[src/swsa_pkg.sv]
// Package with shared types and constants of the sliding window statistics block.
package swsa_pkg;

    // Fixed field widths.
    localparam int SAMPLE_W = 32;
    localparam int COUNT_W  = 7;
    localparam int SUM_W    = SAMPLE_W + COUNT_W;
    localparam int DIV_STEP_W = 6;

    // Configuration register indexes.
    localparam logic [1:0] REG_WINDOW_SIZE = 2'd0;
    localparam logic [1:0] REG_ALARM_ON    = 2'd1;
    localparam logic [1:0] REG_ALARM_OFF   = 2'd2;

    typedef struct packed {
        logic [7:0]               src_id;
        logic [7:0]               quality;
        logic [31:0]              event_time;
        logic signed [SAMPLE_W-1:0] sample_value;
    } event_t;

    typedef struct packed {
        logic [7:0]               last_src_id;
        logic [7:0]               last_quality;
        logic [31:0]              last_event_time;
        logic signed [SAMPLE_W-1:0] window_minimum;
        logic signed [SAMPLE_W-1:0] window_maximum;
        logic signed [SAMPLE_W-1:0] window_mean;
        logic [COUNT_W-1:0]       samples_in_window;
        logic                     alarm_raised;
    } result_t;

    // Control shared by all cells of the sample chain.
    typedef struct packed {
        logic shift_in;
        logic rotate;
    } chain_ctl_t;

    typedef enum logic [1:0] {
        ST_IDLE,
        ST_SCAN,
        ST_SUB,
        ST_DIV
    } state_t;

endpackage

[src/swsa_cell.sv]
// One cell of the sample chain: shifts forward on insert, backward on rotate.
module swsa_cell (
    input  logic                               clk,
    input  swsa_pkg::chain_ctl_t               ctl,
    input  logic signed [swsa_pkg::SAMPLE_W-1:0] prev_value,
    input  logic signed [swsa_pkg::SAMPLE_W-1:0] next_value,
    output logic signed [swsa_pkg::SAMPLE_W-1:0] value
);
    import swsa_pkg::*;

    logic signed [SAMPLE_W-1:0] value_reg;

    // Payload register, no reset needed.
    always_ff @(posedge clk)
    begin
        if (ctl.shift_in)
        begin
            value_reg <= prev_value;
        end
        else if (ctl.rotate)
        begin
            value_reg <= next_value;
        end
    end

    assign value = value_reg;
endmodule

[config.mk]
export PLATFORM = sky130hd
export DESIGN_NAME = swsa_cell
export DESIGN_NICKNAME = d
export VERILOG_FILES = /design/src/swsa_pkg.sv /design/src/swsa_cell.sv
export SDC_FILE = /design/constraint.sdc
export NUM_CORES = 1
export LEC_CHECK = 0
export ABC_AREA = 1
export BUFFER_PORTS_ARGS = -buffer_cell sky130_fd_sc_hd__buf_2
export CAP_MARGIN = 30
export CELL_PAD_IN_SITES_DETAIL_PLACEMENT = 2
export CELL_PAD_IN_SITES_GLOBAL_PLACEMENT = 2
export CORE_MARGIN = 2
export CORE_UTILIZATION = 23
export DETAILED_ROUTE_END_ITERATION = 7
export GPL_TIMING_DRIVEN = 0
export HOLD_SLACK_MARGIN = 0.1
export MAX_ROUTING_LAYER = met4
export PLACE_DENSITY_LB_ADDON = 0.1
export SLEW_MARGIN = 10
export SYNTH_ARGS = -nofsm -noshare
export SYNTH_HDL_FRONTEND = slang
export SYNTH_SLANG_ARGS = --single-unit
[constraint.sdc]
create_clock -name clk -period 1.9 [get_ports clk]
set_input_delay 0.19 -clock clk [delete_from_list [all_inputs] [get_ports clk]]
set_output_delay 0.19 -clock clk [all_outputs]
set_load 0.01 [all_outputs]
Word-level counts from Yosys, hierarchy flattened. Index checks and enable logic that the tools add are counted.

Register bits: 32. Latch bits: 0. Memory bits (writable): 0. ROM bits: 0. Output and inout port bits: 32. Logic and storage cells: 4. Memories: 0.

$add $sub $neg: 0. Multipliers: 0. Div/mod/pow operators: 0. Magnitude comparators: 0. Eq/ne operators: 0. Shifts and indexed selects: 0. Multiplexer cells: 2. Bitwise logic cells: 0. Reduce and logical (&&, ||, !) cells: 1.

Operator list (count): two-way mux 32 bit (2); nonzero test 2 bit (1).

Depth between registers and ports, before layout.
Depth after elaboration: 2. Mapped depth: 5.

Worst setup path after synthesis. Ideal clock, no wire load.

Path type: in2reg. From: input port ctl[1] (netlist bit). To: register value_reg[0], in the netlist value[0] (enable). Library setup time: 0.329 ns. Data arrival time: 0.821 ns. Slack: 0.750 ns. Stages: 2. Cell sequence: buf_6 or2_2.

Word-level cells in the longest chain between the ends: 1.

Ends and longest elaborated chain: start: declaration (line swsa_cell.sv:4) `input swsa_pkg::chain_ctl_t ctl,`; nonzero test 2 bit (no source line); end signal: assignment (line swsa_cell.sv:18) `value_reg <= prev_value;`; end signal: assignment (line swsa_cell.sv:22) `value_reg <= next_value;`; end: declaration (line swsa_cell.sv:11) `logic signed [SAMPLE_W-1:0] value_reg;`.

Every way passes these cells. A chain may end at the register's enable or synchronous reset.

Final worst setup path.
From: input port ctl[1] (netlist bit). To: register value_reg[26], in the netlist value[26] (enable).

The elaborated chain is that of the path after synthesis.

==> results.json <==
{
  "synth_compound_area_share_pct": 0,
  "syn_inst": 137,
  "yosysWarnings": 0,
  "rsz0062_at_grt": "false",
  "final-seq-area_sq_um": 961,
  "ioPinCount": 99,
  "synthesis.nets": 204,
  "p_int_mw": 1.39,
  "drv_cap": 0,
  "coreArea_sq_um": 5920,
  "tightestPinTransition_ns": 0.805,
  "final_area_sq_um": 2090,
  "crit_chain": "buf_6 -> or2_2",
  "post_synth_instance_area_sq_um": 1400,
  "cts-root-buf": "clkbuf_8",
  "fmax_mhz": 952,
  "cts_sinks": 32,
  "cp-start-kind": "primary input",
  "post-place-ws_ns": 0.505,
  "grt_pass1_wl_um": 6370,
  "avgSynthCellArea_sq_um": 10.2,
  "grt_pass1_vias": 1451,
  "p_clk_share_pct": 35.9,
  "slowest_delay_ns": 0.64,
  "tns_ns": 0,
  "final_cells": 317,
  "final_antenna_net_count": 0,
  "setup_viol": 0,
  "post-route-drc-count": 0,
  "yosysSeqAreaShare_pct": 68.6,
  "cts_tree": "done",
  "postCtsResizedCells": 0,
  "port_buffers": 97,
  "clkSlewWorstSetupHoldPaths_ns": 0.07,
  "mostFrequentLayoutCells": "buf_2 (97), nand2_1 (96), edfxtp_1 (32)",
  "setup_ws_ns": 0.849,
  "placed_area_sq_um": 1980,
  "start_util_pct": 23.7,
  "status": "complete, no violations",
  "swShare_pct": 24.1,
  "synthMuxAreaShare_pct": 0,
  "multiInputGateArea_sq_um": 367,
  "drt_iter0_markers": 30,
  "synth_top_family_by_area": "simple AND/OR/NAND/NOR gates",
  "fin_nets": 308,
  "hold_path_class": "primary input to flip-flop",
  "grt_max_degree": 33,
  "path_max_fanout": 32,
  "finalCritPeriodShare_pct": 55.3,
  "max_slew_margin_pct": 46.4,
  "final_common_cell": "buf_2",
  "ir_worst_vdd_uv": 279,
  "wl_um": 4040,
  "fin_util_pct": 35.3,
  "dr_total_vias": 1321,
  "hold_viol": 0,
  "fp.dieW_um": 82.1,
  "grt.total_usage_pct": 13.1,
  "maxSlewViolCount": 0,
  "yosys.area_share.simple_pct": 26.2,
  "post_cts_buffers": 0,
  "largest_reg_flops": 32,
  "num_rows": 28,
  "die_h_um": 82.1,
  "p_sw_mw": 0.441,
  "pwr-share-comb_pct": 15.7,
  "drive_gt1_share_pct": 47.1,
  "cp_top_family": "simple AND/OR/NAND/NOR gates",
  "power_density_nw_per_um2": 874,
  "yosys_register_bits": 32,
  "path_buf_inv": 1,
  "endpoint_kind": "flip-flop",
  "leakage_nw": 1.10,
  "dieArea_sq_um": 6730,
  "min_period_ns": 1.05,
  "cts_hold_buffers": 0,
  "arrival_ns": 0.96,
  "synthXorXnorAreaFrac_pct": 0,
  "wl_per_cell_um": 12.7,
  "htreeDepth": 2,
  "ys_types": 6,
  "firstDrtPassIters": 3,
  "antennaDiodeCount": 0,
  "synthAdderAreaFrac_pct": 0,
  "crit_type": "primary input to flip-flop",
  "grt-ovfl-total": 0,
  "cts_buffers": 5,
  "dp_hpwl_um": 3120,
  "place_congestion": 0.658,
  "clockBufferDepth": 2,
  "via_per_inst": 4.17,
  "crit_required_ns": 1.81,
  "fillers": 696,
  "dp_cells": 309,
  "cp_slowest_cell": "or2_2",
  "power_mw": 1.83,
  "syn_to_final_growth_pct": 49.3,
  "hold_ws_ns": 0.170,
  "seq_power_share_pct": 48.3,
  "antenna_found_initial": 0
}
## cell usage after synthesis (all sizes together)
library cell	n	area [sq um]
buf	7	67.6
edfxtp	32	961
inv	1	6.26
nand2	96	360
or2	1	6.26
## worst paths after layout
path / start / endpoint / slack (ns) / cells after the start
hold / removal: next_value[1] / value[1] / 0.17 / 3
setup / recovery: ctl[1] / value[26] / 0.85 / 2
## kinds of logic after synthesis
family / Yosys count
flops: 32
simple gates: 97
buf+inv: 8
## final cells by class
type                            count  area share (%)
Inverter                            1           0.299
Sequential cell                    32            45.9
Buffer                              7            3.23
Clock inverter                      3            2.03
Timing Repair Buffer               97            23.2
Tap cell                           75            4.49
Multi-Input combinational cell     97            17.5
Clock buffer                        5            3.29
## worst min-delay path, cell delays in order
cell	delay, ns
buf_2	0.07
nand2_1	0.04
nand2_1	0.04
## power groups by stage
stage | Clock, mW | Combinational, mW | Sequential, mW
after floorplan | 0 | 0.0839 | 0.946
after global placement | 0 | 0.293 | 0.896
after detailed placement | 0 | 0.297 | 0.901
after CTS | 0.680 | 0.297 | 0.886
after global routing | 0.707 | 0.328 | 0.892
final | 0.657 | 0.288 | 0.883
## layer usage
layer  global-route usage [%]  share of wire (%)  up-vias
li1                         -                  -      643
met1                     13.3                 39      613
met2                     23.4                 52       59
met3                     4.95                8.6        6
met4                     3.50               0.99        0
met5                        -                  0        -
No activity file was read; power rests on OpenSTA's default activity.
