--- config.mk ---
export PLATFORM = sky130hd
export DESIGN_NAME = swsa_divider
export DESIGN_NICKNAME = d
export VERILOG_FILES = /design/src/swsa_pkg.sv /design/src/swsa_divider.sv
export SDC_FILE = /design/constraint.sdc
export NUM_CORES = 1
export LEC_CHECK = 0
export BUFFER_PORTS_ARGS = -buffer_cell sky130_fd_sc_hd__buf_2
export CAP_MARGIN = 20
export CORE_ASPECT_RATIO = 1.1
export CORE_MARGIN = 3
export CORE_UTILIZATION = 50
export CTS_CLUSTER_SIZE = 12
export DETAILED_ROUTE_END_ITERATION = 10
export MAX_ROUTING_LAYER = met4
export PLACE_DENSITY = 0.78
export SLEW_MARGIN = 10
export SYNTH_ARGS = -nofsm -noshare
export SYNTH_HDL_FRONTEND = slang
export SYNTH_SLANG_ARGS = --single-unit
--- constraint.sdc ---
create_clock -name clk -period 3.3 [get_ports clk]
set_clock_uncertainty 0.05 [all_clocks]
set_input_delay 0.33 -clock clk [delete_from_list [all_inputs] [get_ports clk]]
set_output_delay 0.33 -clock clk [all_outputs]
set_load 0.03 [all_outputs]
--- src/swsa_pkg.sv ---
// Package with shared types and constants of the sliding window statistics block.
package swsa_pkg;

    // Fixed field widths.
    localparam int SAMPLE_W = 32;
    localparam int COUNT_W  = 7;
    localparam int SUM_W    = SAMPLE_W + COUNT_W;
    localparam int DIV_STEP_W = 6;

    // Configuration register indexes.
    localparam logic [1:0] REG_WINDOW_SIZE = 2'd0;
    localparam logic [1:0] REG_ALARM_ON    = 2'd1;
    localparam logic [1:0] REG_ALARM_OFF   = 2'd2;

    typedef struct packed {
        logic [7:0]               src_id;
        logic [7:0]               quality;
        logic [31:0]              event_time;
        logic signed [SAMPLE_W-1:0] sample_value;
    } event_t;

    typedef struct packed {
        logic [7:0]               last_src_id;
        logic [7:0]               last_quality;
        logic [31:0]              last_event_time;
        logic signed [SAMPLE_W-1:0] window_minimum;
        logic signed [SAMPLE_W-1:0] window_maximum;
        logic signed [SAMPLE_W-1:0] window_mean;
        logic [COUNT_W-1:0]       samples_in_window;
        logic                     alarm_raised;
    } result_t;

    // Control shared by all cells of the sample chain.
    typedef struct packed {
        logic shift_in;
        logic rotate;
    } chain_ctl_t;

    typedef enum logic [1:0] {
        ST_IDLE,
        ST_SCAN,
        ST_SUB,
        ST_DIV
    } state_t;

endpackage

--- src/swsa_divider.sv ---
// Restoring divider, one quotient bit per cycle.
module swsa_divider (
    input  logic                          clk,
    input  logic                          rst_n,
    input  logic                          start,
    input  logic [swsa_pkg::SUM_W-1:0]    dividend,
    input  logic [swsa_pkg::COUNT_W-1:0]  divisor,
    output logic                          done,
    output logic [swsa_pkg::SUM_W-1:0]    quotient
);
    import swsa_pkg::*;

    logic [SUM_W-1:0]      quot_reg;
    logic [COUNT_W-1:0]    rem_reg;
    logic [COUNT_W-1:0]    div_reg;
    logic [DIV_STEP_W-1:0] step_reg;
    logic                  busy_reg;
    logic                  done_reg;
    logic [COUNT_W:0]      trial;

    // Shifted partial remainder with the next dividend bit.
    assign trial = {rem_reg, quot_reg[SUM_W-1]};

    always_ff @(posedge clk or negedge rst_n)
    begin
        if (!rst_n)
        begin
            busy_reg <= 1'b0;
            done_reg <= 1'b0;
            step_reg <= '0;
        end
        else
        begin
            done_reg <= 1'b0;
            if (start)
            begin
                busy_reg <= 1'b1;
                step_reg <= '0;
            end
            else if (busy_reg)
            begin
                step_reg <= step_reg + 1'b1;
                if (step_reg == DIV_STEP_W'(SUM_W - 1))
                begin
                    busy_reg <= 1'b0;
                    done_reg <= 1'b1;
                end
            end
        end
    end

    // Datapath of one division step; the remainder stays below the divisor.
    always_ff @(posedge clk)
    begin
        if (start)
        begin
            quot_reg <= dividend;
            rem_reg  <= '0;
            div_reg  <= divisor;
        end
        else if (busy_reg)
        begin
            if (trial >= {1'b0, div_reg})
            begin
                rem_reg  <= COUNT_W'(trial - {1'b0, div_reg});
                quot_reg <= {quot_reg[SUM_W-2:0], 1'b1};
            end
            else
            begin
                rem_reg  <= trial[COUNT_W-1:0];
                quot_reg <= {quot_reg[SUM_W-2:0], 1'b0};
            end
        end
    end

    assign done     = done_reg;
    assign quotient = quot_reg;
endmodule

# Word level (Yosys, flattened, before mapping)
# Cells that the tools add are included.
# totals
regBits	61
latchBits	0
ram_bits	0
rom_bits	0
in_bits	49
elab_cells	23
n_memories	0
# op_classes
n_addsub	2
mul	0
div	0
n_lt_le_gt_ge	1
eq_ne	1
shift	0
mux	12
bitwise	0
reduce_logical	1
# ops
op	count
$mux 39	2
$mux 6	2
$ge 8x7->1	1
$mux 1	7
$mux 7	1
$sub 7x7->7	1
$add 6x1->6 const B	1
$eq 6x6->1 const B	1
$reduce_bool 2->1	1

# Longest topological paths before layout
# depth
depth_word	4
depth_mapped	9
mapped_depth_nobuf	7

# Worst setup path before layout
# No wires, ideal clock.
# synth_path
path_kind	flip-flop to flip-flop
start	register quot_reg[38], in the netlist quotient[38]
end	register rem_reg[2]
arrival_time_ns	2.352
required_time_ns	3.162
slack_ns	0.810
path_stages_with_launch	10
path_buffers	2
path_cell_list	edfxtp_1 -> inv_1 -> ha_1 -> fa_1 -> nand2b_2 -> a211o_1 -> buf_6 -> and3_1 -> buf_6 -> a311oi_2
# synth_via
elab_chain_cells	2
# synth_rtl
element	line_no	source
start: declaration	swsa_divider.sv:13	logic [SUM_W-1:0] quot_reg;
start signal: assignment	swsa_divider.sv:57	quot_reg <= dividend;
start signal: assignment	swsa_divider.sv:66	quot_reg <= {quot_reg[SUM_W-2:0], 1'b1};
start signal: assignment	swsa_divider.sv:71	quot_reg <= {quot_reg[SUM_W-2:0], 1'b0};
$sub 7x7->7 / $ge 8x7->1 (equally long branches)	swsa_divider.sv:65, swsa_divider.sv:63	
$mux 7 *	swsa_divider.sv:63	if (trial >= {1'b0, div_reg})
end signal: assignment	swsa_divider.sv:65	rem_reg <= COUNT_W'(trial - {1'b0, div_reg});
end signal: assignment	swsa_divider.sv:70	rem_reg <= trial[COUNT_W-1:0];
end: declaration	swsa_divider.sv:14	logic [COUNT_W-1:0] rem_reg;
# Every way passes the cells marked *; elsewhere a longest branch is shown, timed or not.
# A chain may end at the register's enable or synchronous reset.

# Final worst setup path
# layout_path
start	register quot_reg[38], in the netlist quotient[38]
end	register rem_reg[0]
# Same word-level chain as after synthesis.

==> reports/metrics.cfg <==
[sta]
relSlewSlack_pct = 37.0
worst_pin_slew_ps = 945
timing.fmax_mhz = 421
rsz0062_at_grt = false
setup_viol = 0
tns_ps = 0
setup_slack_ps = 924
report.final.slew_viol_count = 0
hold_viol = 0
layout_min_cycle_time_ps = 2380
hold_slack_ps = 118
period_share_pct = 72.0

[final_layout]
instances_no_fill = 398
layout-area-overhead-vs-synth_pct = 23.3
fill_cells = 467
layout.nets = 375
drive_gt1_share_pct = 47.0
largest_register_ffs = 39
diodes = 0

[cts]
clk_pin_slew_worst_paths_ps = 70
clock_sinks = 61
cts_tree = yes
clock_path_buffers = 2
ctsRootBufferMaster = clkbuf_8
htreeDepth = 3
cts_buffers = 9
post_cts_buffers = 0
worstSkewPairLatency_ps = 330

[drt]
wl_per_cell_um = 15.3
drc = 0
wl_um = 6070
drt_iter0_drc = 184
drt-vias-per-instance = 5.40
drt-pass1-iter-count = 4
final_antenna_net_count = 0
dr_total_vias = 2151

[pwr]
p_total_w = 0.00221
power_density_mw_per_mm2 = 592
ir_drop_v = 0.000388
power.leakage_nw = 1.61

[min_path]
hold_class = input port to register

[placement]
dp_slack_ps = 933
io_buffers = 88
place_congestion = 0.824
dp_hpwl_um = 4300
dp_cells = 381

[global_routing]
grt_overflow_total = 0
track_usage_pct = 19.2
grt_max_degree = 43
grt_pass1_vias = 2139
grt_pass1_wl_um = 9950
antenna_found_initial = 0

[floorplanning]
num_rows = 29
die_area_mm2 = 0.00702
die_y_um = 87.6
coreArea_mm2 = 0.00581
initial_core_util_pct = 52.1
die_w_um = 80.2
io_pins = 89

[yosys]
async_flop_share_pct = 13.1
syn_nets = 285
synth_top_area_share_pct = 45.7
synthDistinctLibCells = 52
syn_area_mm2 = 0.00302
synth_edf_count = 46
synth_warnings = 0
ys.flop_type = edfxtp_1
ys_ff_latch = 61
synthCells = 226
synth.avg_cell_area_um2 = 13.4
synth_area_leaders = edfxtp_1, mux2_2, dfrtp_1, dfxtp_1, ha_1
yosysSeqAreaShare_pct = 56.9
synth_top_cell_by_area = edfxtp_1

[setup_path]
worstPathRequired_ps = 3500
critPathLaunchType = register
end_kind = register
worstPathMaxFanout = 9
arrival_ps = 2570
criticalPathCategory = register to register

[run_status]
status = complete, no violations

[job]
cap_violations = 0

[per-stage QoR]
step / cell area (um^2) / utilization [%]
2_1_floorplan: 3020 / -
3_3_place_gp: 3520 / 60.6
3_5_place_dp: 3520 / 60.6
4_1_cts: 3730 / 64.2
5_1_grt: 3730 / 64.2
6_report: 3730 / 64.2
[cells in the mapped netlist, drive strengths merged (2+ instances only)]
| master | number |
|---|---|
| nand2 | 8 |
| nand4 | 4 |
| o21bai | 2 |
| a41oi | 4 |
| clkbuf | 11 |
| o31ai | 2 |
| ha | 9 |
| dfrtp | 8 |
| nor3b | 6 |
| edfxtp | 46 |
| nor2b | 2 |
| a211oi | 4 |
| mux2 | 38 |
| xnor2 | 4 |
| nand2b | 4 |
| a21o | 2 |
| o21ai | 5 |
| a311oi | 3 |
| nand3 | 2 |
| buf | 2 |
| dfxtp | 7 |
| or2 | 3 |
| or3b | 2 |
| xor2 | 3 |
| a21oi | 2 |
| inv | 13 |
| nor2 | 12 |
[cell families (layout without fill, tap and decap cells)]
family,count (synthesis),after routing,synth area share (%)
buffers and inverters,26,121,3.77
muxes,39,39,14.5
and+or+nand+nor,49,49,8.98
adders and majority gates,10,10,4.39
xor gates and xnor gates,7,7,2.03
DFF,61,61,56.9
AOI/OAI and AO/OA,34,34,9.43
[critical path: stages, from the launching register on]
cell	delay [ps]
edfxtp_1	340
inv_1	70
ha_1	220
fa_1	410
nand2b_2	230
a211o_1	380
and3_1	330
a311oi_2	280
[placed cells by master, fill, tap and decap left out, types with 7 or more instances in the layout]
cell type	Yosys	routed
buf_2	0	88
clkbuf_8	0	12
dfrtp_1	8	8
dfxtp_1	7	7
edfxtp_1	46	46
ha_1	9	9
inv_1	13	13
mux2_2	38	38
nand2_1	8	8
nor2_1	12	12
[per-layer routing]
metal,vias up,GRT usage (%),routed length (um)
met5,-,-,0
met4,0,9.22,110
met3,10,5.76,452
met2,69,28.4,2840
met1,1045,24.2,2670
li1,1027,-,-
[where the power goes]
group	switching, W	total, W	internal (W)
sequential	0.0000547	0.000982	0.000927
combinational	0.000337	0.000574	0.000238
clock	0.000271	0.000652	0.000382
total	0.000662	0.00221	0.00155
[cell type report]
class	instances	area (um^2)	share of cell area, %
Sequential cell	61	1720	46.2
Clock buffer	16	201	5.40
Inverter	13	48.8	1.31
Tap cell	77	96.3	2.58
Timing Repair Buffer	92	473	12.7
Multi-Input combinational cell	139	1190	31.9
[final timing paths]
path / cells past startpoint / startpoint / to / slack (ps)
max in group asynchronous: 2 / rst_n / busy_reg$_DFF_PN0_ / 2730
max: 7 / quotient[38]$_DFFE_PP_ / rem_reg[0]$_SDFFE_PP0P_ / 920
max reg2reg: 7 / quotient[38]$_DFFE_PP_ / rem_reg[0]$_SDFFE_PP0P_ / 920
min: 1 / divisor[1] / div_reg[1]$_DFFE_PP_ / 120
min in group asynchronous: 2 / rst_n / step_reg[4]$_DFFE_PN0P_ / 310
min reg2reg: 2 / rem_reg[1]$_SDFFE_PP0P_ / rem_reg[2]$_SDFFE_PP0P_ / 480
[timing repair]
item / in CTS / in global routing
hold buffers: 1 / 0
gates resized for setup: 0 / 0
hold endpoints to repair: 8 / 0
Power figures use the tool's default switching activity.
